$ cat config.mk
export PLATFORM = sky130hd
export DESIGN_NAME = mix_field_load_store_compare_top_flat
export DESIGN_NICKNAME = d
export VERILOG_FILES = /design/src/design/mflsc_pkg.sv /design/src/design/mflsc_if.sv /design/src/design/mix_field_load_store_compare_top.sv /design/src/flat_wrapper.sv
export SDC_FILE = /design/constraint.sdc
export NUM_CORES = 1
export LEC_CHECK = 0
export BUFFER_PORTS_ARGS = -buffer_cell sky130_fd_sc_hd__buf_4
export CAP_MARGIN = 20
export CORE_MARGIN = 3
export CORE_UTILIZATION = 35
export DETAILED_ROUTE_END_ITERATION = 12
export HOLD_SLACK_MARGIN = 0.12
export PLACE_DENSITY_LB_ADDON = 0.25
export SLEW_MARGIN = 20
export SYNTH_ARGS = -nofsm -noshare
export SYNTH_HDL_FRONTEND = slang
export SYNTH_SLANG_ARGS = --single-unit
$ cat constraint.sdc
create_clock -name clk_i -period 4.1 [get_ports clk_i]
set_input_delay 0.41 -clock clk_i [delete_from_list [all_inputs] [get_ports clk_i]]
set_output_delay 0.41 -clock clk_i [all_outputs]
set_load 0.01 [all_outputs]
$ cat src/design/mflsc_pkg.sv
// Shared types, codes and helpers of the MIX field load, store and compare unit.
package mflsc_pkg;

  localparam int unsigned MemWordsDefault = 4000;
  localparam int unsigned AddrWidth       = 12;
  localparam int unsigned ByteWidth       = 6;
  localparam int unsigned WordBytes       = 5;
  localparam int unsigned WordWidth       = ByteWidth * WordBytes;

  // Command codes.
  localparam logic [1:0] CmdLoad    = 2'd0;
  localparam logic [1:0] CmdLoadNeg = 2'd1;
  localparam logic [1:0] CmdStore   = 2'd2;
  localparam logic [1:0] CmdCompare = 2'd3;

  // Comparison codes.
  localparam logic [1:0] CmpLess    = 2'd0;
  localparam logic [1:0] CmpEqual   = 2'd1;
  localparam logic [1:0] CmpGreater = 2'd2;

  // Machine cycles charged for a performed operation.
  localparam logic [1:0] CostDone = 2'd2;

  typedef struct packed {
    logic [1:0]           command;
    logic [AddrWidth-1:0] address;
    logic [5:0]           field_spec;
    logic                 reg_sign;
    logic [WordWidth-1:0] reg_bytes;
    logic                 mem_sign;
    logic [WordWidth-1:0] mem_bytes;
  } req_t;

  typedef struct packed {
    logic                 new_reg_sign;
    logic [WordWidth-1:0] new_reg_bytes;
    logic                 reg_write;
    logic                 new_mem_sign;
    logic [WordWidth-1:0] new_mem_bytes;
    logic                 mem_write;
    logic [1:0]           compare_result;
    logic                 compare_valid;
    logic [1:0]           cycle_cost;
    logic                 field_error;
  } rsp_t;

  // Widens a per-byte select (bit 0 is byte 5) into a bit mask of the word.
  function automatic logic [WordWidth-1:0] expand_mask(input logic [WordBytes-1:0] sel);
    logic [WordWidth-1:0] m;
    m = '0;
    for (int k = 0; k < WordBytes; k++) begin
      m[k*ByteWidth +: ByteWidth] = {ByteWidth{sel[k]}};
    end
    return m;
  endfunction

endpackage

$ cat src/design/mflsc_if.sv
// Request and response channel interfaces of the field unit.
interface mflsc_in_if;
  logic              valid;
  logic              ready;
  mflsc_pkg::req_t   payload;

  modport source (output valid, output payload, input ready);
  modport sink   (input valid, input payload, output ready);
endinterface

interface mflsc_out_if;
  logic              valid;
  logic              ready;
  mflsc_pkg::rsp_t   payload;

  modport source (output valid, output payload, input ready);
  modport sink   (input valid, input payload, output ready);
endinterface

$ cat src/design/mix_field_load_store_compare_top.sv
// MIX field unit: load, load negative, store and compare on a partial word field.
// The unit is a three-stage pipeline: decode of the field spec and address
// check, then byte selection, alignment and store merge, then the signed
// comparison and the response register. It takes one request per cycle unless
// a stall has backed up to its input, and each response passes the stages in order;
// a response-side stall backs up stage by stage, and empty stages keep filling.
module mix_field_load_store_compare_top #(
  parameter int unsigned MemoryWords = mflsc_pkg::MemWordsDefault
) (
  input  logic                 clk_i,
  input  logic                 rst_ni,
  mflsc_in_if.sink             req_i,
  mflsc_out_if.source          rsp_o
);

  localparam int unsigned WW = mflsc_pkg::WordWidth;
  localparam int unsigned WB = mflsc_pkg::WordBytes;
  localparam int unsigned AW = mflsc_pkg::AddrWidth;

  // Stage advance: a stage loads when it is empty or its successor moves.
  logic en1, en2, en3;
  logic v1_q, v2_q, v3_q;

  assign en3 = !v3_q || rsp_o.ready;
  assign en2 = !v2_q || en3;
  assign en1 = !v1_q || en2;
  assign req_i.ready = en1;

  // ---------------- stage 1: decode ----------------
  logic [2:0]    first, last, lo;
  logic          err_d, ok_d;
  logic [WB-1:0] bsel_d;
  logic [2:0]    sh_d;

  logic [1:0]    cmd1_q;
  logic          err1_q, ok1_q, fz1_q, rs1_q, ms1_q;
  logic [WB-1:0] bsel1_q;
  logic [2:0]    sh1_q;
  logic [WW-1:0] rb1_q, mb1_q;

  always_comb begin
    first  = req_i.payload.field_spec[5:3];
    last   = req_i.payload.field_spec[2:0];
    lo     = (first == 3'd0) ? 3'd1 : first;
    err_d  = (last > 3'd5) || (first > last);
    ok_d   = !err_d && ({1'b0, req_i.payload.address} < (AW+1)'(MemoryWords));
    sh_d   = 3'd5 - last;
    for (int k = 0; k < WB; k++) begin
      // bit k covers byte 5-k
      bsel_d[k] = (3'(WB - k) >= lo) && (3'(WB - k) <= last);
    end
  end

  always_ff @(posedge clk_i or negedge rst_ni) begin
    if (!rst_ni) begin
      v1_q <= 1'b0;
    end else if (en1) begin
      v1_q <= req_i.valid;
    end
  end

  always_ff @(posedge clk_i) begin
    if (en1) begin
      cmd1_q  <= req_i.payload.command;
      err1_q  <= err_d;
      ok1_q   <= ok_d;
      fz1_q   <= (first == 3'd0);
      bsel1_q <= bsel_d;
      sh1_q   <= sh_d;
      rs1_q   <= req_i.payload.reg_sign;
      ms1_q   <= req_i.payload.mem_sign;
      rb1_q   <= req_i.payload.reg_bytes;
      mb1_q   <= req_i.payload.mem_bytes;
    end
  end

  // ---------------- stage 2: select and align ----------------
  logic [WW-1:0] mask2;
  logic [4:0]    shamt2;
  logic [1:0]    cmd2_q;
  logic          err2_q, ok2_q, fz2_q, rs2_q, ms2_q;
  logic [WW-1:0] mfield2_q, rfield2_q, merged2_q;

  always_comb begin
    mask2  = mflsc_pkg::expand_mask(bsel1_q);
    shamt2 = ({2'b00, sh1_q} << 2) + ({2'b00, sh1_q} << 1);
  end

  always_ff @(posedge clk_i or negedge rst_ni) begin
    if (!rst_ni) begin
      v2_q <= 1'b0;
    end else if (en2) begin
      v2_q <= v1_q;
    end
  end

  always_ff @(posedge clk_i) begin
    if (en2) begin
      cmd2_q    <= cmd1_q;
      err2_q    <= err1_q;
      ok2_q     <= ok1_q;
      fz2_q     <= fz1_q;
      rs2_q     <= rs1_q;
      ms2_q     <= ms1_q;
      mfield2_q <= (mb1_q & mask2) >> shamt2;
      rfield2_q <= (rb1_q & mask2) >> shamt2;
      merged2_q <= (mb1_q & ~mask2) | ((rb1_q << shamt2) & mask2);
    end
  end

  // ---------------- stage 3: compare and respond ----------------
  mflsc_pkg::rsp_t rsp_d, rsp_q;
  logic            rneg, mneg, is_load, is_neg;
  logic [1:0]      cmp;

  always_comb begin
    // A zero magnitude is never negative, so -0 compares equal to +0.
    rneg = fz2_q && rs2_q && (rfield2_q != '0);
    mneg = fz2_q && ms2_q && (mfield2_q != '0);
    if (rneg != mneg) begin
      cmp = rneg ? mflsc_pkg::CmpLess : mflsc_pkg::CmpGreater;
    end else if (rfield2_q == mfield2_q) begin
      cmp = mflsc_pkg::CmpEqual;
    end else begin
      cmp = ((rfield2_q > mfield2_q) ^ rneg) ? mflsc_pkg::CmpGreater : mflsc_pkg::CmpLess;
    end

    is_load = (cmd2_q == mflsc_pkg::CmdLoad) || (cmd2_q == mflsc_pkg::CmdLoadNeg);
    is_neg  = (cmd2_q == mflsc_pkg::CmdLoadNeg);

    rsp_d             = '0;
    rsp_d.field_error = err2_q;
    if (ok2_q) begin
      rsp_d.cycle_cost = mflsc_pkg::CostDone;
      case (cmd2_q)
        mflsc_pkg::CmdLoad, mflsc_pkg::CmdLoadNeg: begin
          rsp_d.new_reg_sign  = fz2_q ? (ms2_q ^ is_neg) : is_neg;
          rsp_d.new_reg_bytes = mfield2_q;
          rsp_d.reg_write     = is_load;
        end
        mflsc_pkg::CmdStore: begin
          rsp_d.new_mem_sign  = fz2_q ? rs2_q : ms2_q;
          rsp_d.new_mem_bytes = merged2_q;
          rsp_d.mem_write     = 1'b1;
        end
        default: begin
          rsp_d.compare_result = cmp;
          rsp_d.compare_valid  = 1'b1;
        end
      endcase
    end
  end

  always_ff @(posedge clk_i or negedge rst_ni) begin
    if (!rst_ni) begin
      v3_q <= 1'b0;
    end else if (en3) begin
      v3_q <= v2_q;
    end
  end

  always_ff @(posedge clk_i) begin
    if (en3) begin
      rsp_q <= rsp_d;
    end
  end

  assign rsp_o.valid   = v3_q;
  assign rsp_o.payload = rsp_q;

endmodule

$ cat src/flat_wrapper.sv
// flat-port wrapper written by rule: the top's interface ports become plain ports
module mix_field_load_store_compare_top_flat 
#(
  parameter int unsigned MemoryWords = mflsc_pkg::MemWordsDefault
)
  (clk_i, rst_ni, req_i_valid, req_i_payload, req_i_ready, rsp_o_valid, rsp_o_payload, rsp_o_ready);
  mflsc_in_if req_i_i ();
  mflsc_out_if rsp_o_i ();
  input  logic clk_i;
  input  logic rst_ni;
  input wire logic [$bits(req_i_i.valid)-1:0] req_i_valid;
  input wire logic [$bits(req_i_i.payload)-1:0] req_i_payload;
  output wire logic [$bits(req_i_i.ready)-1:0] req_i_ready;
  output wire logic [$bits(rsp_o_i.valid)-1:0] rsp_o_valid;
  output wire logic [$bits(rsp_o_i.payload)-1:0] rsp_o_payload;
  input wire logic [$bits(rsp_o_i.ready)-1:0] rsp_o_ready;
  assign req_i_i.valid = req_i_valid;
  assign req_i_i.payload = req_i_payload;
  assign req_i_ready = req_i_i.ready;
  assign rsp_o_valid = rsp_o_i.valid;
  assign rsp_o_payload = rsp_o_i.payload;
  assign rsp_o_i.ready = rsp_o_ready;
  mix_field_load_store_compare_top #(.MemoryWords(MemoryWords)) u_core (.clk_i(clk_i), .rst_ni(rst_ni), .req_i(req_i_i), .rsp_o(rsp_o_i));
endmodule
==> impl_table.tex, run 1 <==
\begin{tabular}{lr}
\hline
Metric & Value \\
\hline
\multicolumn{2}{l}{\textbf{Placed design}} \\
\quad Post-placement cell count & approximately 1600 \\
\quad Post-place setup slack & 0.855 ns \\
\quad HPWL after DPL & 26.8 mm \\
\quad Weighted congestion reported at the end of routability-driven placement & 0.901 \\
\quad Port Buffers & 151 \\
\multicolumn{2}{l}{\textbf{Clock tree}} \\
\quad TritonCTS Buffers & 28 \\
\quad CTS Buffer Depth & 3 \\
\quad Clk pin slew, worst setup/hold paths & approximately 0.060 ns \\
\quad Buffer count from post-CTS setup fixing & 0 \\
\quad Clock root cell & sky130\_fd\_sc\_hd\_\_clkbuf\_16 \\
\quad CTS tree & built \\
\quad Latest clock arrival within the worst-skew pair & 0.57 ns \\
\quad Total clock sinks & around 240 \\
\quad Count of H-tree levels built during CTS & 1 \\
\quad Post-cts repair resize count & 0 \\
\multicolumn{2}{l}{\textbf{Timing}} \\
\quad Worst path setup slack after routing & 0.806 ns \\
\quad Worst-case clock skew & 0.0248 ns \\
\quad Final-report hold violation count & 0 \\
\quad Worst slew slack as a fraction of its limit & 43.1\% \\
\quad Fmax & roughly 300 MHz \\
\quad Number of endpoints failing setup at the final stage & 0 \\
\quad Number of slew-limit violations in the final report & 0 \\
\quad Post-route minimum period & 3.29 ns \\
\quad Sum of negative setup slack & 0 ns \\
\quad Fin Hold WS & 0.167 ns \\
\quad Tightest Pin Transition & 0.853 ns \\
\quad Portion of the clock cycle consumed by the worst path in the final layout & 80.3\% \\
\quad RSZ-0062 raised after global routing & no \\
\multicolumn{2}{l}{\textbf{Floorplanning}} \\
\quad Die height & between 150 and 200 um \\
\quad I/O pin count & 158 \\
\quad Starting density of the core & 36.0\% \\
\quad Die outline area & 38300 sq um \\
\quad Core Area & around 35000 sq um \\
\quad Row count & 68 \\
\quad Die width & between 150 and 200 um \\
\multicolumn{2}{l}{\textbf{Critical path}} \\
\quad Startpoint of the most critical setup path & u\_core.sh1\_q[0] \\
\quad Number of cells on the worst reg-to-reg path & 8 \\
\quad Critical Path Sink Type & flip-flop \\
\quad Worst reg2reg path startpoint & u\_core.sh1\_q[0] \\
\quad WP data arrival & 3.72 ns \\
\quad Crit path required time & $\sim$4.5 ns \\
\quad End of the worst register-to-register path & u\_core.mfield2\_q[29] \\
\quad Largest fanout of any net on the critical path & 14 \\
\quad Endpoint of the worst setup timing path & u\_core.mfield2\_q[29] \\
\quad Largest stage delay on the critical path & 0.54 ns \\
\quad Worst path buffer plus inverter count & 1 \\
\quad Startpoint types & flip-flop \\
\quad CP Cell Sequence & ha\_2, fa\_1, xor2\_2, buf\_4, nor2\_1, nand2\_1, nor3b\_1, and2\_1 \\
\quad Critical path depth & 8 \\
\quad Slowest library cell on the worst path & sky130\_fd\_sc\_hd\_\_nor2\_1 \\
\quad Slack of the worst reg-to-reg path & 0.81 ns \\
\quad Setup Crit Path Kind & reg -> reg \\
\quad Cell family contributing the most delay on the critical path & simple AND/OR/NAND/NOR gates \\
\multicolumn{2}{l}{\textbf{Synthesis}} \\
\quad Yosys warns & 0 \\
\quad Number of different library cells in the post-synthesis netlist & 56 \\
\quad Sequential area share after synthesis & about 58\% \\
\quad Asr flop ratio synth & 1.23\% \\
\quad Cell with the most instances after synthesis & sky130\_fd\_sc\_hd\_\_edfxtp\_1 \\
\quad Gate Count Post-Synth & 1087 \\
\quad Most used flip-flop cell after synthesis & sky130\_fd\_sc\_hd\_\_edfxtp\_1 \\
\quad Syn Std Cell Area & approximately 13000 sq um \\
\quad Share of the synthesized area in the top cell type & 57.4\% \\
\quad Number of enable flip-flop cells after synthesis & 241 \\
\quad Top area cells in the synthesized netlist & sky130\_fd\_sc\_hd\_\_edfxtp\_1 (57\%), sky130\_fd\_sc\_hd\_\_and2\_1 (3.8\%), sky130\_fd\_sc\_hd\_\_ha\_1 (3.8\%) \\
\quad Commonest cells in the netlist & sky130\_fd\_sc\_hd\_\_edfxtp\_1 (241), sky130\_fd\_sc\_hd\_\_nand2\_1 (96), sky130\_fd\_sc\_hd\_\_nor2\_1 (80) \\
\quad Library cell occupying the most area in the post-synthesis netlist & sky130\_fd\_sc\_hd\_\_edfxtp\_1 \\
\quad Net count after synthesis & roughly 1200 \\
\quad Post-synthesis area per instance & between 10 and 15 sq um \\
\quad Number of synthesized register bits & 244 \\
\multicolumn{2}{l}{\textbf{Cells and area}} \\
\quad Final instance count without filler cells & 1764 \\
\quad Final \#Nets & 1412 \\
\quad Area growth from synthesis to layout & 25.5\% \\
\quad Layout cells sized above 1 & 21.0\% \\
\quad Final antenna diode count & 0 \\
\multicolumn{2}{l}{\textbf{Routing}} \\
\quad Overall via count from detail\_route & 9115 \\
\quad Number of DRC markers after the initial detailed-route iteration & 790 \\
\quad Vias per std cell & 5.17 \\
\quad Routed len/inst & 20.9 um \\
\quad Length of the first detailed-routing pass in iterations & 5 \\
\quad Remaining number of nets flagged by the antenna check after routing & 0 \\
\quad Post-route DRC violation count & 0 \\
\quad Final wirelength & about 37 mm \\
\multicolumn{2}{l}{\textbf{Run status}} \\
\quad Result of the run & finished clean \\
\multicolumn{2}{l}{\textbf{GRT}} \\
\quad Aggregate global-route resource usage & a little under a fifth \\
\quad GR Overflow Total & 0 \\
\quad Antenna violations before repair & 1 \\
\quad Global-route wire length before repair & between 50 and 60 mm \\
\quad Vias in the first global route & 9078 \\
\quad Largest net degree at the start of global routing & 108 \\
\multicolumn{2}{l}{\textbf{Pwr}} \\
\quad Overall power & about 8.0 mW \\
\quad Peak supply drop & 0.000379 V \\
\quad Pwr dens & 508 nW/um\^{}2 \\
\quad Leakage Power & 6.25 nW \\
\multicolumn{2}{l}{\textbf{Hold path}} \\
\quad Class of the worst hold path & in -> async \\
\multicolumn{2}{l}{\textbf{Run}} \\
\quad Count of maximum capacitance violations & 0 \\
\hline
\end{tabular}
where the power goes:
part | switching, mW | internal, mW | total [mW]
Clock | 1.02 | 1.51 | 2.53
Sequential | 0.266 | 3.21 | 3.48
Combinational | 1.24 | 0.793 | 2.04
Total | 2.53 | 5.52 | 8.05
per-stage QoR:
stage | util [%] | instance area (sq um)
floorplan | - | 12600
global placement | 40.5 | 14200
detailed placement | 40.5 | 14200
CTS | 45.1 | 15800
global route | 45.1 | 15800
finish | 45.1 | 15800
kinds of logic (layout without fill, tap and decap cells):
kind of cell | count (synthesis) | after routing | synth area share, %
mux | 96 | 96 | 8.73
simple gates | 355 | 355 | 13.9
flops | 244 | 244 | 58.0
other cells | 1 | 1 | 0.0297
xor+xnor | 3 | 3 | 0.208
fa+ha+maj | 39 | 39 | 3.93
buf+inv | 119 | 341 | 3.97
compound gates | 230 | 230 | 11.2
state kept, by name, indices dropped and copies added, names as in the netlist, 2 cells and up:
register,cells
u_core.rsp_o.payload,69
u_core.mb1_q,30
u_core.merged2_q,30
u_core.mfield2_q,30
u_core.rb1_q,30
u_core.rfield2_q,30
u_core.bsel1_q,5
u_core.sh1_q,3
u_core.cmd1_q,2
u_core.cmd2_q,2
repair_timing:
action                     4_1_cts  5_1_grt
setup endpoints to repair        0        0
hold endpoints to repair        69        0
hold buffers                    67        0
cell type report:
cell class	count	area, sq um
Clock buffer	32	716
Clock inverter	20	233
Fill cell	3286	19200
Inverter	51	191
Multi-Input combinational cell	724	4830
Sequential cell	244	7310
Tap cell	455	569
Timing Repair Buffer	238	1980
layout by cell type, fill, tap and decap left out, types with 3 or more instances in the layout:
master / n
sky130_fd_sc_hd__dfrtp_1: 3
sky130_fd_sc_hd__edfxtp_1: 241
sky130_fd_sc_hd__ha_1: 37
sky130_fd_sc_hd__a31o_2: 5
sky130_fd_sc_hd__nand2b_1: 5
sky130_fd_sc_hd__bufinv_16: 4
sky130_fd_sc_hd__a32oi_1: 8
sky130_fd_sc_hd__inv_1: 50
sky130_fd_sc_hd__dlygate4sd3_1: 67
sky130_fd_sc_hd__o211ai_1: 13
sky130_fd_sc_hd__a31oi_1: 4
sky130_fd_sc_hd__nand3b_1: 3
sky130_fd_sc_hd__mux4_2: 6
sky130_fd_sc_hd__and2_1: 77
sky130_fd_sc_hd__nand2_1: 96
sky130_fd_sc_hd__mux2_2: 40
sky130_fd_sc_hd__nand4_1: 8
sky130_fd_sc_hd__clkinv_2: 6
sky130_fd_sc_hd__clkinvlp_4: 4
sky130_fd_sc_hd__nor4_1: 13
sky130_fd_sc_hd__and3_1: 3
sky130_fd_sc_hd__a32o_1: 8
sky130_fd_sc_hd__buf_4: 169
sky130_fd_sc_hd__a221oi_1: 3
sky130_fd_sc_hd__nor2_1: 79
sky130_fd_sc_hd__and4_1: 4
sky130_fd_sc_hd__mux2i_1: 47
sky130_fd_sc_hd__clkbuf_16: 28
sky130_fd_sc_hd__a21o_1: 5
sky130_fd_sc_hd__nand3_1: 28
sky130_fd_sc_hd__o22ai_1: 17
sky130_fd_sc_hd__mux2_4: 3
sky130_fd_sc_hd__nor2b_1: 20
sky130_fd_sc_hd__clkbuf_1: 4
sky130_fd_sc_hd__nor3_1: 10
sky130_fd_sc_hd__a21oi_1: 77
sky130_fd_sc_hd__a211oi_1: 16
sky130_fd_sc_hd__o21ai_0: 60
sky130_fd_sc_hd__clkinv_1: 4
worst min path at each step:
stage	start	endpoint	slack (ns)	depth (start not counted)
after floorplan	rst_ni	u_core.rsp_o.valid	0.11	0
after global placement	rst_ni	u_core.v1_q	0.20	1
after detailed placement	rst_ni	u_core.v1_q	0.20	1
after CTS	rst_ni	u_core.v1_q	0.14	2
after global routing	req_i_payload[62]	u_core.sh1_q[0]	0.14	2
final	rst_ni	u_core.v1_q	0.17	2
routing by layer:
metal / vias up / track usage (%) / routed length [um] / part of all wire (%)
met5: - / 0 / 13 / 0.035
met4: 2 / 5.10 / 1000 / 2.7
met3: 54 / 2.97 / 2070 / 5.6
met2: 288 / 30.8 / 17400 / 47
met1: 4350 / 26.4 / 16400 / 44
li1: 4421 / - / - / -
(Power assumes the default switching activity.)
==> run 2, diff against run 1 <==
- clock period: 4.1 -> 2.8 ns (I/O delays scaled with it)
==> impl_table.tex, run 2 (synthesis gave the netlist of run 1 again) <==
\begin{tabular}{lr}
\hline
Metric & Value \\
\hline
\multicolumn{2}{l}{\textbf{Run status}} \\
\quad Result of the run & finished clean \\
\multicolumn{2}{l}{\textbf{Clock tree}} \\
\quad Latest clock arrival within the worst-skew pair & 0.54 ns (-0.03 ns) \\
\quad CTS tree & built \\
\quad Total clock sinks & 244 (unchanged) \\
\quad Buffer count from post-CTS setup fixing & 0 (unchanged) \\
\quad TritonCTS Buffers & 27 (-3.6\%) \\
\quad Clk pin slew, worst setup/hold paths & 0.06 ns (about the same) \\
\quad Clock root cell & sky130\_fd\_sc\_hd\_\_clkbuf\_16 \\
\quad Count of H-tree levels built during CTS & 1 (unchanged) \\
\quad CTS Buffer Depth & 3 (unchanged) \\
\multicolumn{2}{l}{\textbf{Pwr}} \\
\quad Pwr dens & 720 nW/um\^{}2 (+42\%) \\
\quad Overall power & 11.6 mW (+44\%) \\
\quad Leakage Power & 6.43 nW (+2.9\%) \\
\quad Peak supply drop & 0.000431 V (+14\%) \\
\multicolumn{2}{l}{\textbf{Critical path}} \\
\quad Critical path depth & 7 (-1) \\
\quad Largest stage delay on the critical path & 0.54 ns (about the same) \\
\quad Slowest library cell on the worst path & sky130\_fd\_sc\_hd\_\_fa\_1 \\
\quad Startpoint of the most critical setup path & u\_core.sh1\_q[0] \\
\quad CP Cell Sequence & ha\_2, fa\_1, buf\_12, nor2\_1, nand2\_1, nor2\_1, mux2\_2 \\
\quad WP data arrival & 2.88 ns (-0.84 ns) \\
\quad Critical Path Sink Type & flip-flop \\
\quad Number of cells on the worst reg-to-reg path & 7 (-1) \\
\quad Cell family contributing the most delay on the critical path & adder cells \\
\quad Crit path required time & 3.08 ns (-1.45 ns) \\
\quad Largest fanout of any net on the critical path & 59 (+45) \\
\quad Most used cell along the critical path & sky130\_fd\_sc\_hd\_\_nor2\_1 \\
\quad Worst reg2reg path startpoint & u\_core.sh1\_q[0] \\
\quad Slack of the worst reg-to-reg path & 0.21 ns (-0.60 ns) \\
\quad Setup Crit Path Kind & reg -> reg \\
\quad Worst path buffer plus inverter count & 1 (unchanged) \\
\quad Startpoint types & flip-flop \\
\multicolumn{2}{l}{\textbf{Hold path}} \\
\quad Min-Delay Startpoint & req\_i\_payload[78] \\
\quad Class of the worst hold path & in -> reg \\
\quad Hold depth & 4 \\
\multicolumn{2}{l}{\textbf{Cells and area}} \\
\quad Final \#Nets & 1447 (+2.5\%) \\
\quad Area growth from synthesis to layout & 28.0\% \\
\quad Layout cells sized above 1 & 22.1\% (+1.1 points) \\
\quad Commonest non-fill, non-tap cell in the layout & sky130\_fd\_sc\_hd\_\_edfxtp\_1 \\
\quad Top library cells by usage in the layout, fill and taps aside & sky130\_fd\_sc\_hd\_\_edfxtp\_1 (241), sky130\_fd\_sc\_hd\_\_buf\_4 (187), sky130\_fd\_sc\_hd\_\_nand2\_1 (96) \\
\quad Final antenna diode count & 0 (unchanged) \\
\quad Flip-flop count of the largest register after layout & 69 (unchanged) \\
\quad Post-route cell area & 16100 sq um (+2.0\%) \\
\quad Final instance count without filler cells & 1798 (+1.9\%) \\
\multicolumn{2}{l}{\textbf{Placed design}} \\
\quad Weighted congestion reported at the end of routability-driven placement & 0.912 (+1.3\%) \\
\quad Post-placement cell count & 1673 (+1.7\%) \\
\quad Port Buffers & 151 (unchanged) \\
\quad Placed instance area & 14500 sq um (+2.3\%) \\
\quad HPWL after DPL & 26.9 mm (+0.55\%) \\
\multicolumn{2}{l}{\textbf{Timing}} \\
\quad Final-report hold violation count & 0 (unchanged) \\
\quad Fmax & 385 MHz (+27\%) \\
\quad Worst slew slack as a fraction of its limit & 47.7\% (+4.6 points) \\
\quad Worst-case clock skew & 0.0141 ns (-0.0108 ns) \\
\quad Post-route minimum period & 2.59 ns (-0.699 ns) \\
\quad Sum of negative setup slack & 0 ns (unchanged) \\
\quad Tightest Pin Transition & 0.782 ns (-0.0707 ns) \\
\quad RSZ-0062 raised after global routing & no \\
\quad Number of slew-limit violations in the final report & 0 (unchanged) \\
\quad Portion of the clock cycle consumed by the worst path in the final layout & 92.7\% (+12 points) \\
\quad Number of endpoints failing setup at the final stage & 0 (unchanged) \\
\quad Fin Hold WS & 0.147 ns (-0.0196 ns) \\
\multicolumn{2}{l}{\textbf{GRT}} \\
\quad GR Overflow Total & 0 (unchanged) \\
\quad Aggregate global-route resource usage & 18.3\% (-0.57 points) \\
\quad Antenna violations before repair & 1 (unchanged) \\
\quad Global-route wire length before repair & 54.5 mm (-2.1\%) \\
\quad Vias in the first global route & 9213 (+1.5\%) \\
\quad Largest net degree at the start of global routing & 108 (unchanged) \\
\multicolumn{2}{l}{\textbf{Routing}} \\
\quad Remaining number of nets flagged by the antenna check after routing & 0 (unchanged) \\
\quad Overall via count from detail\_route & 9355 (+2.6\%) \\
\quad Routed len/inst & 20.1 um (-3.9\%) \\
\quad Vias per std cell & 5.20 (+0.69\%) \\
\quad Post-route DRC violation count & 0 (unchanged) \\
\quad Number of DRC markers after the initial detailed-route iteration & 771 (-2.4\%) \\
\quad Final wirelength & 36.1 mm (-2.0\%) \\
\quad Length of the first detailed-routing pass in iterations & 5 (unchanged) \\
\multicolumn{2}{l}{\textbf{Floorplanning}} \\
\quad Die outline area & 38300 sq um (unchanged) \\
\quad Core Area & 35100 sq um (unchanged) \\
\quad Die height & 196 um (unchanged) \\
\quad Die width & 196 um (unchanged) \\
\quad Row count & 68 (unchanged) \\
\quad I/O pin count & 158 (unchanged) \\
\quad Starting density of the core & 36.0\% (unchanged) \\
\multicolumn{2}{l}{\textbf{Run}} \\
\quad Count of maximum capacitance violations & 0 (unchanged) \\
\hline
\end{tabular}
-- run 2: tightest hold or removal path, cell delays in order --
cell                      delay [ns]
sky130_fd_sc_hd__buf_4          0.11
sky130_fd_sc_hd__nand4_1        0.06
sky130_fd_sc_hd__nor2_1         0.04
sky130_fd_sc_hd__nor2_1         0.08
-- run 2: worst paths after layout --
check | to
worst max-delay path | u_core.merged2_q[2]
worst min-delay path | u_core.ok1_q
worst max register to register | u_core.merged2_q[2]
worst min register to register | u_core.cmd2_q[1]
max in group asynchronous | u_core.v2_q
min in group asynchronous | u_core.v1_q
-- run 2: area by class of cell --
cell class / instances / area (sq um)
clock buffers: 31 / 691
clock inverters: 19 / 158
fillers: 3291 / 18900
inverters: 51 / 191
multi-input cells: 724 / 4830
flip-flops and latches: 244 / 7310
well taps: 455 / 569
repair buffers: 274 / 2390
-- run 2: through the flow --
step | setup WS [ns] | utilization, %
after floorplan | -0.964 | -
after global placement | 0.220 | 41.5
after detailed placement | 0.157 | 41.5
after CTS | 0.137 | 46.0
after global routing | 0.125 | 46.1
final | 0.205 | 46.1
-- run 2: timing repair --
item | CTS | global route
endpoints found under the setup margin | 0 | 4
gates resized for setup | 0 | 1
hold endpoints to repair | 76 | 0
hold buffers | 75 | 0
-- run 2: per-layer routing --
metal | wire length [um] | GRT usage [%]
met1 | 16300 | 25.4
met2 | 16600 | 29.5
met3 | 1880 | 2.64
met4 | 1310 | 6.52
met5 | 0 | 0
-- run 2: power by group --
group	switching, mW	internal, mW	total [mW]
clock network	1.40	1.96	3.36
registers	0.385	4.71	5.09
logic	1.83	1.33	3.17
total	3.62	7.99	11.6
==> run 3, diff against run 2 <==
- ABC_AREA: unset -> 1
- SETUP_SLACK_MARGIN: unset -> 0.15
==> impl_table.tex, run 3 <==
\begin{tabular}{lr}
\hline
Metric & Value \\
\hline
\multicolumn{2}{l}{\textbf{Run status}} \\
\quad Result of the run & finished clean \\
\multicolumn{2}{l}{\textbf{Timing}} \\
\quad Fmax & 411 MHz (+6.5\%) \\
\quad Worst path setup slack after routing & 0.365 ns (+0.159 ns) \\
\quad Fin Hold WS & 0.145 ns (-0.00249 ns) \\
\quad Worst-case clock skew & 0.0156 ns (+0.00157 ns) \\
\quad Tightest Pin Transition & 0.955 ns (+0.173 ns) \\
\quad Portion of the clock cycle consumed by the worst path in the final layout & 87.0\% (-5.7 points) \\
\quad Post-route minimum period & 2.44 ns (-0.159 ns) \\
\quad Number of slew-limit violations in the final report & 0 (unchanged) \\
\quad Worst slew slack as a fraction of its limit & 35.9\% (-12 points) \\
\quad RSZ-0062 raised after global routing & no \\
\quad Number of endpoints failing setup at the final stage & 0 (unchanged) \\
\quad Sum of negative setup slack & 0 ns (unchanged) \\
\quad Final-report hold violation count & 0 (unchanged) \\
\multicolumn{2}{l}{\textbf{Cells and area}} \\
\quad Top library cells by usage in the layout, fill and taps aside & sky130\_fd\_sc\_hd\_\_nand2\_1 (370), sky130\_fd\_sc\_hd\_\_edfxtp\_1 (241), sky130\_fd\_sc\_hd\_\_nor2\_1 (173) \\
\quad Area growth from synthesis to layout & 25.8\% \\
\quad Footprint of the multi-input gates & 4540 sq um (-5.9\%) \\
\quad Fill cell count & 3451 (+4.9\%) \\
\quad Final core utilization & 44.9\% (-1.1 points) \\
\quad Commonest non-fill, non-tap cell in the layout & sky130\_fd\_sc\_hd\_\_nand2\_1 \\
\quad Flip-flop count of the largest register after layout & 69 (unchanged) \\
\quad Layout cells sized above 1 & 15.0\% (-7.2 points) \\
\quad Final antenna diode count & 0 (unchanged) \\
\quad Post-route cell area & 16100 sq um (-0.33\%) \\
\quad Final \#Nets & 1744 (+21\%) \\
\quad Storage cell area & 7310 sq um (about the same) \\
\multicolumn{2}{l}{\textbf{Synthesis}} \\
\quad Number of different library cells in the post-synthesis netlist & 45 (-20\%) \\
\quad Commonest cells in the netlist & sky130\_fd\_sc\_hd\_\_nand2\_1 (372), sky130\_fd\_sc\_hd\_\_edfxtp\_1 (241), sky130\_fd\_sc\_hd\_\_nor2\_1 (175) \\
\quad Asr flop ratio synth & 1.23\% (unchanged) \\
\quad Library cell occupying the most area in the post-synthesis netlist & sky130\_fd\_sc\_hd\_\_edfxtp\_1 \\
\quad Cell with the most instances after synthesis & sky130\_fd\_sc\_hd\_\_nand2\_1 \\
\quad Number of synthesized register bits & 244 (unchanged) \\
\quad Gate Count Post-Synth & 1407 (+29\%) \\
\quad Number of enable flip-flop cells after synthesis & 241 (unchanged) \\
\quad Syn Std Cell Area & 12800 sq um (+1.4\%) \\
\quad Net count after synthesis & 1532 (+26\%) \\
\quad Sequential area share after synthesis & 57.2\% (-0.82 points) \\
\quad Most used flip-flop cell after synthesis & sky130\_fd\_sc\_hd\_\_edfxtp\_1 \\
\quad Yosys warns & 0 (unchanged) \\
\quad Share of the synthesized area in the top cell type & 56.6\% (-0.81 points) \\
\quad Post-synthesis area per instance & 9.09 sq um (-22\%) \\
\quad Top area cells in the synthesized netlist & sky130\_fd\_sc\_hd\_\_edfxtp\_1 (57\%), sky130\_fd\_sc\_hd\_\_nand2\_1 (11\%), sky130\_fd\_sc\_hd\_\_nor2\_1 (5.1\%) \\
\multicolumn{2}{l}{\textbf{Critical path}} \\
\quad Crit path required time & 3.10 ns (+0.02 ns) \\
\quad Slack of the worst reg-to-reg path & 0.36 ns (+0.16 ns) \\
\quad End of the worst register-to-register path & u\_core.mfield2\_q[12] \\
\quad Startpoint types & flip-flop \\
\quad Worst reg2reg path startpoint & u\_core.sh1\_q[0] \\
\quad Endpoint of the worst setup timing path & u\_core.mfield2\_q[12] \\
\quad Startpoint of the most critical setup path & u\_core.sh1\_q[0] \\
\quad Critical Path Sink Type & flip-flop \\
\quad Largest fanout of any net on the critical path & 64 (+8.5\%) \\
\quad Setup Crit Path Kind & reg -> reg \\
\quad WP data arrival & 2.74 ns (-0.14 ns) \\
\quad Number of cells on the worst reg-to-reg path & 8 (+1) \\
\multicolumn{2}{l}{\textbf{Routing}} \\
\quad Length of the first detailed-routing pass in iterations & 5 (unchanged) \\
\quad Vias per std cell & 4.94 (-5.1\%) \\
\quad Routed len/inst & 18.1 um (-9.8\%) \\
\quad Post-route DRC violation count & 0 (unchanged) \\
\quad Number of DRC markers after the initial detailed-route iteration & 919 (+19\%) \\
\quad Remaining number of nets flagged by the antenna check after routing & 0 (unchanged) \\
\quad Final wirelength & 38.0 mm (+5.3\%) \\
\quad Overall via count from detail\_route & 10400 (+11\%) \\
\multicolumn{2}{l}{\textbf{Clock tree}} \\
\quad CTS Buffer Depth & 3 (unchanged) \\
\quad TritonCTS Buffers & 27 (unchanged) \\
\quad Count of H-tree levels built during CTS & 1 (unchanged) \\
\quad CTS tree & built \\
\quad Latest clock arrival within the worst-skew pair & 0.56 ns (+0.02 ns) \\
\quad Clock root cell & sky130\_fd\_sc\_hd\_\_clkbuf\_16 \\
\quad Clk pin slew, worst setup/hold paths & 0.06 ns (about the same) \\
\quad Total clock sinks & 244 (unchanged) \\
\multicolumn{2}{l}{\textbf{Floorplanning}} \\
\quad Core Area & 35800 sq um (+2.2\%) \\
\quad Die height & 197 um (+0.69\%) \\
\quad I/O pin count & 158 (unchanged) \\
\quad Die outline area & 38900 sq um (+1.4\%) \\
\quad Starting density of the core & 35.7\% (-0.27 points) \\
\quad Row count & 69 (+1.5\%) \\
\quad Die width & 197 um (+0.69\%) \\
\multicolumn{2}{l}{\textbf{Placed design}} \\
\quad Placed instance area & 14500 sq um (-0.13\%) \\
\quad Post-place setup slack & 0.367 ns (+0.209 ns) \\
\quad Weighted congestion reported at the end of routability-driven placement & 0.908 (-0.49\%) \\
\quad HPWL after DPL & 28.6 mm (+6.0\%) \\
\quad Port Buffers & 151 (unchanged) \\
\multicolumn{2}{l}{\textbf{GRT}} \\
\quad Antenna violations before repair & 0 (-1) \\
\quad Aggregate global-route resource usage & 19.3\% (+1.0 points) \\
\quad Largest net degree at the start of global routing & 98 (-9.3\%) \\
\quad Vias in the first global route & 10100 (+9.7\%) \\
\quad Global-route wire length before repair & 57.9 mm (+6.2\%) \\
\quad GR Overflow Total & 0 (unchanged) \\
\multicolumn{2}{l}{\textbf{Pwr}} \\
\quad Pwr dens & 719 nW/um\^{}2 (about the same) \\
\quad Leakage Power & 6.99 nW (+8.8\%) \\
\quad Peak supply drop & 0.000453 V (+5.1\%) \\
\multicolumn{2}{l}{\textbf{Hold path}} \\
\quad Class of the worst hold path & in -> reg \\
\quad Hold depth & 3 (-1) \\
\quad Min-Delay Startpoint & req\_i\_payload[66] \\
\multicolumn{2}{l}{\textbf{Run}} \\
\quad Count of maximum capacitance violations & 0 (unchanged) \\
\hline
\end{tabular}
==> run 3: worst max-delay path, cell delays in order, from the launching register on <==
cell and delay (ns):
sky130_fd_sc_hd__edfxtp_1 0.45, sky130_fd_sc_hd__ha_2 0.22, sky130_fd_sc_hd__fa_1 0.50, sky130_fd_sc_hd__inv_2 0.11
sky130_fd_sc_hd__buf_12 0.25, sky130_fd_sc_hd__buf_4 0.30, sky130_fd_sc_hd__nand2_1 0.13, sky130_fd_sc_hd__nand3_1 0.10
sky130_fd_sc_hd__o21ai_0 0.07
==> run 3: cell families (layout without fill, tap and decap cells) <==
| logic type | after synthesis | after routing | synth area share, % |
|---|---|---|---|
| fa+ha+maj | 39 | 39 | 3.87 |
| flops | 244 | 244 | 57.2 |
| compound gates | 268 | 268 | 11.8 |
| simple gates | 622 | 622 | 19.1 |
| other cells | 1 | 1 | 0.0293 |
| buf+inv | 228 | 459 | 7.61 |
| mux | 5 | 5 | 0.391 |
==> run 3: worst min-delay path by stage <==
stage	endpoint	slack, ns
5_1_grt	u_core.bsel1_q[4]	0.15
6_report	u_core.bsel1_q[4]	0.14
4_1_cts	u_core.bsel1_q[4]	0.12
2_1_floorplan	u_core.rsp_o.valid	-0.02
3_5_place_dp	u_core.v1_q	0.07
3_3_place_gp	u_core.v1_q	0.07
==> run 3: layout make-up <==
| cell class | instances | share of cell area [%] |
|---|---|---|
| Inverter | 153 | 3.59 |
| Multi-Input combinational cell | 935 | 28.2 |
| Sequential cell | 244 | 45.5 |
| Clock inverter | 16 | 0.770 |
| Tap cell | 461 | 3.58 |
| Clock buffer | 32 | 4.32 |
| Timing Repair Buffer | 258 | 14.1 |
==> run 3: what timing repair did <==
action	CTS	global route
hold endpoints to repair	75	0
setup buffers	0	0
resized for setup	0	0
hold buffers	75	0
==> run 3: where the power goes <==
group	total [mW]	internal [mW]	leakage [nW]	switching, mW
Combinational	3.27	1.16	4.02	2.11
Sequential	5.00	4.70	2.57	0.305
Clock	3.30	1.87	0.401	1.43
Total	11.6	7.72	6.99	3.85
==> run 3: per-stage QoR <==
stage,std cells,power [mW]
6_report,2099,11.6
5_1_grt,2099,12.3
4_1_cts,2099,11.7
3_5_place_dp,1976,8.26
3_3_place_gp,1976,8.22
2_1_floorplan,1407,6.98
==> run 3: layer usage <==
metal	up-vias	track usage, %	wire length, um
met5	-	0	0
met4	0	6.26	1270
met3	62	2.25	1780
met2	327	32.8	18400
met1	4838	26.0	16600
li1	5139	-	-
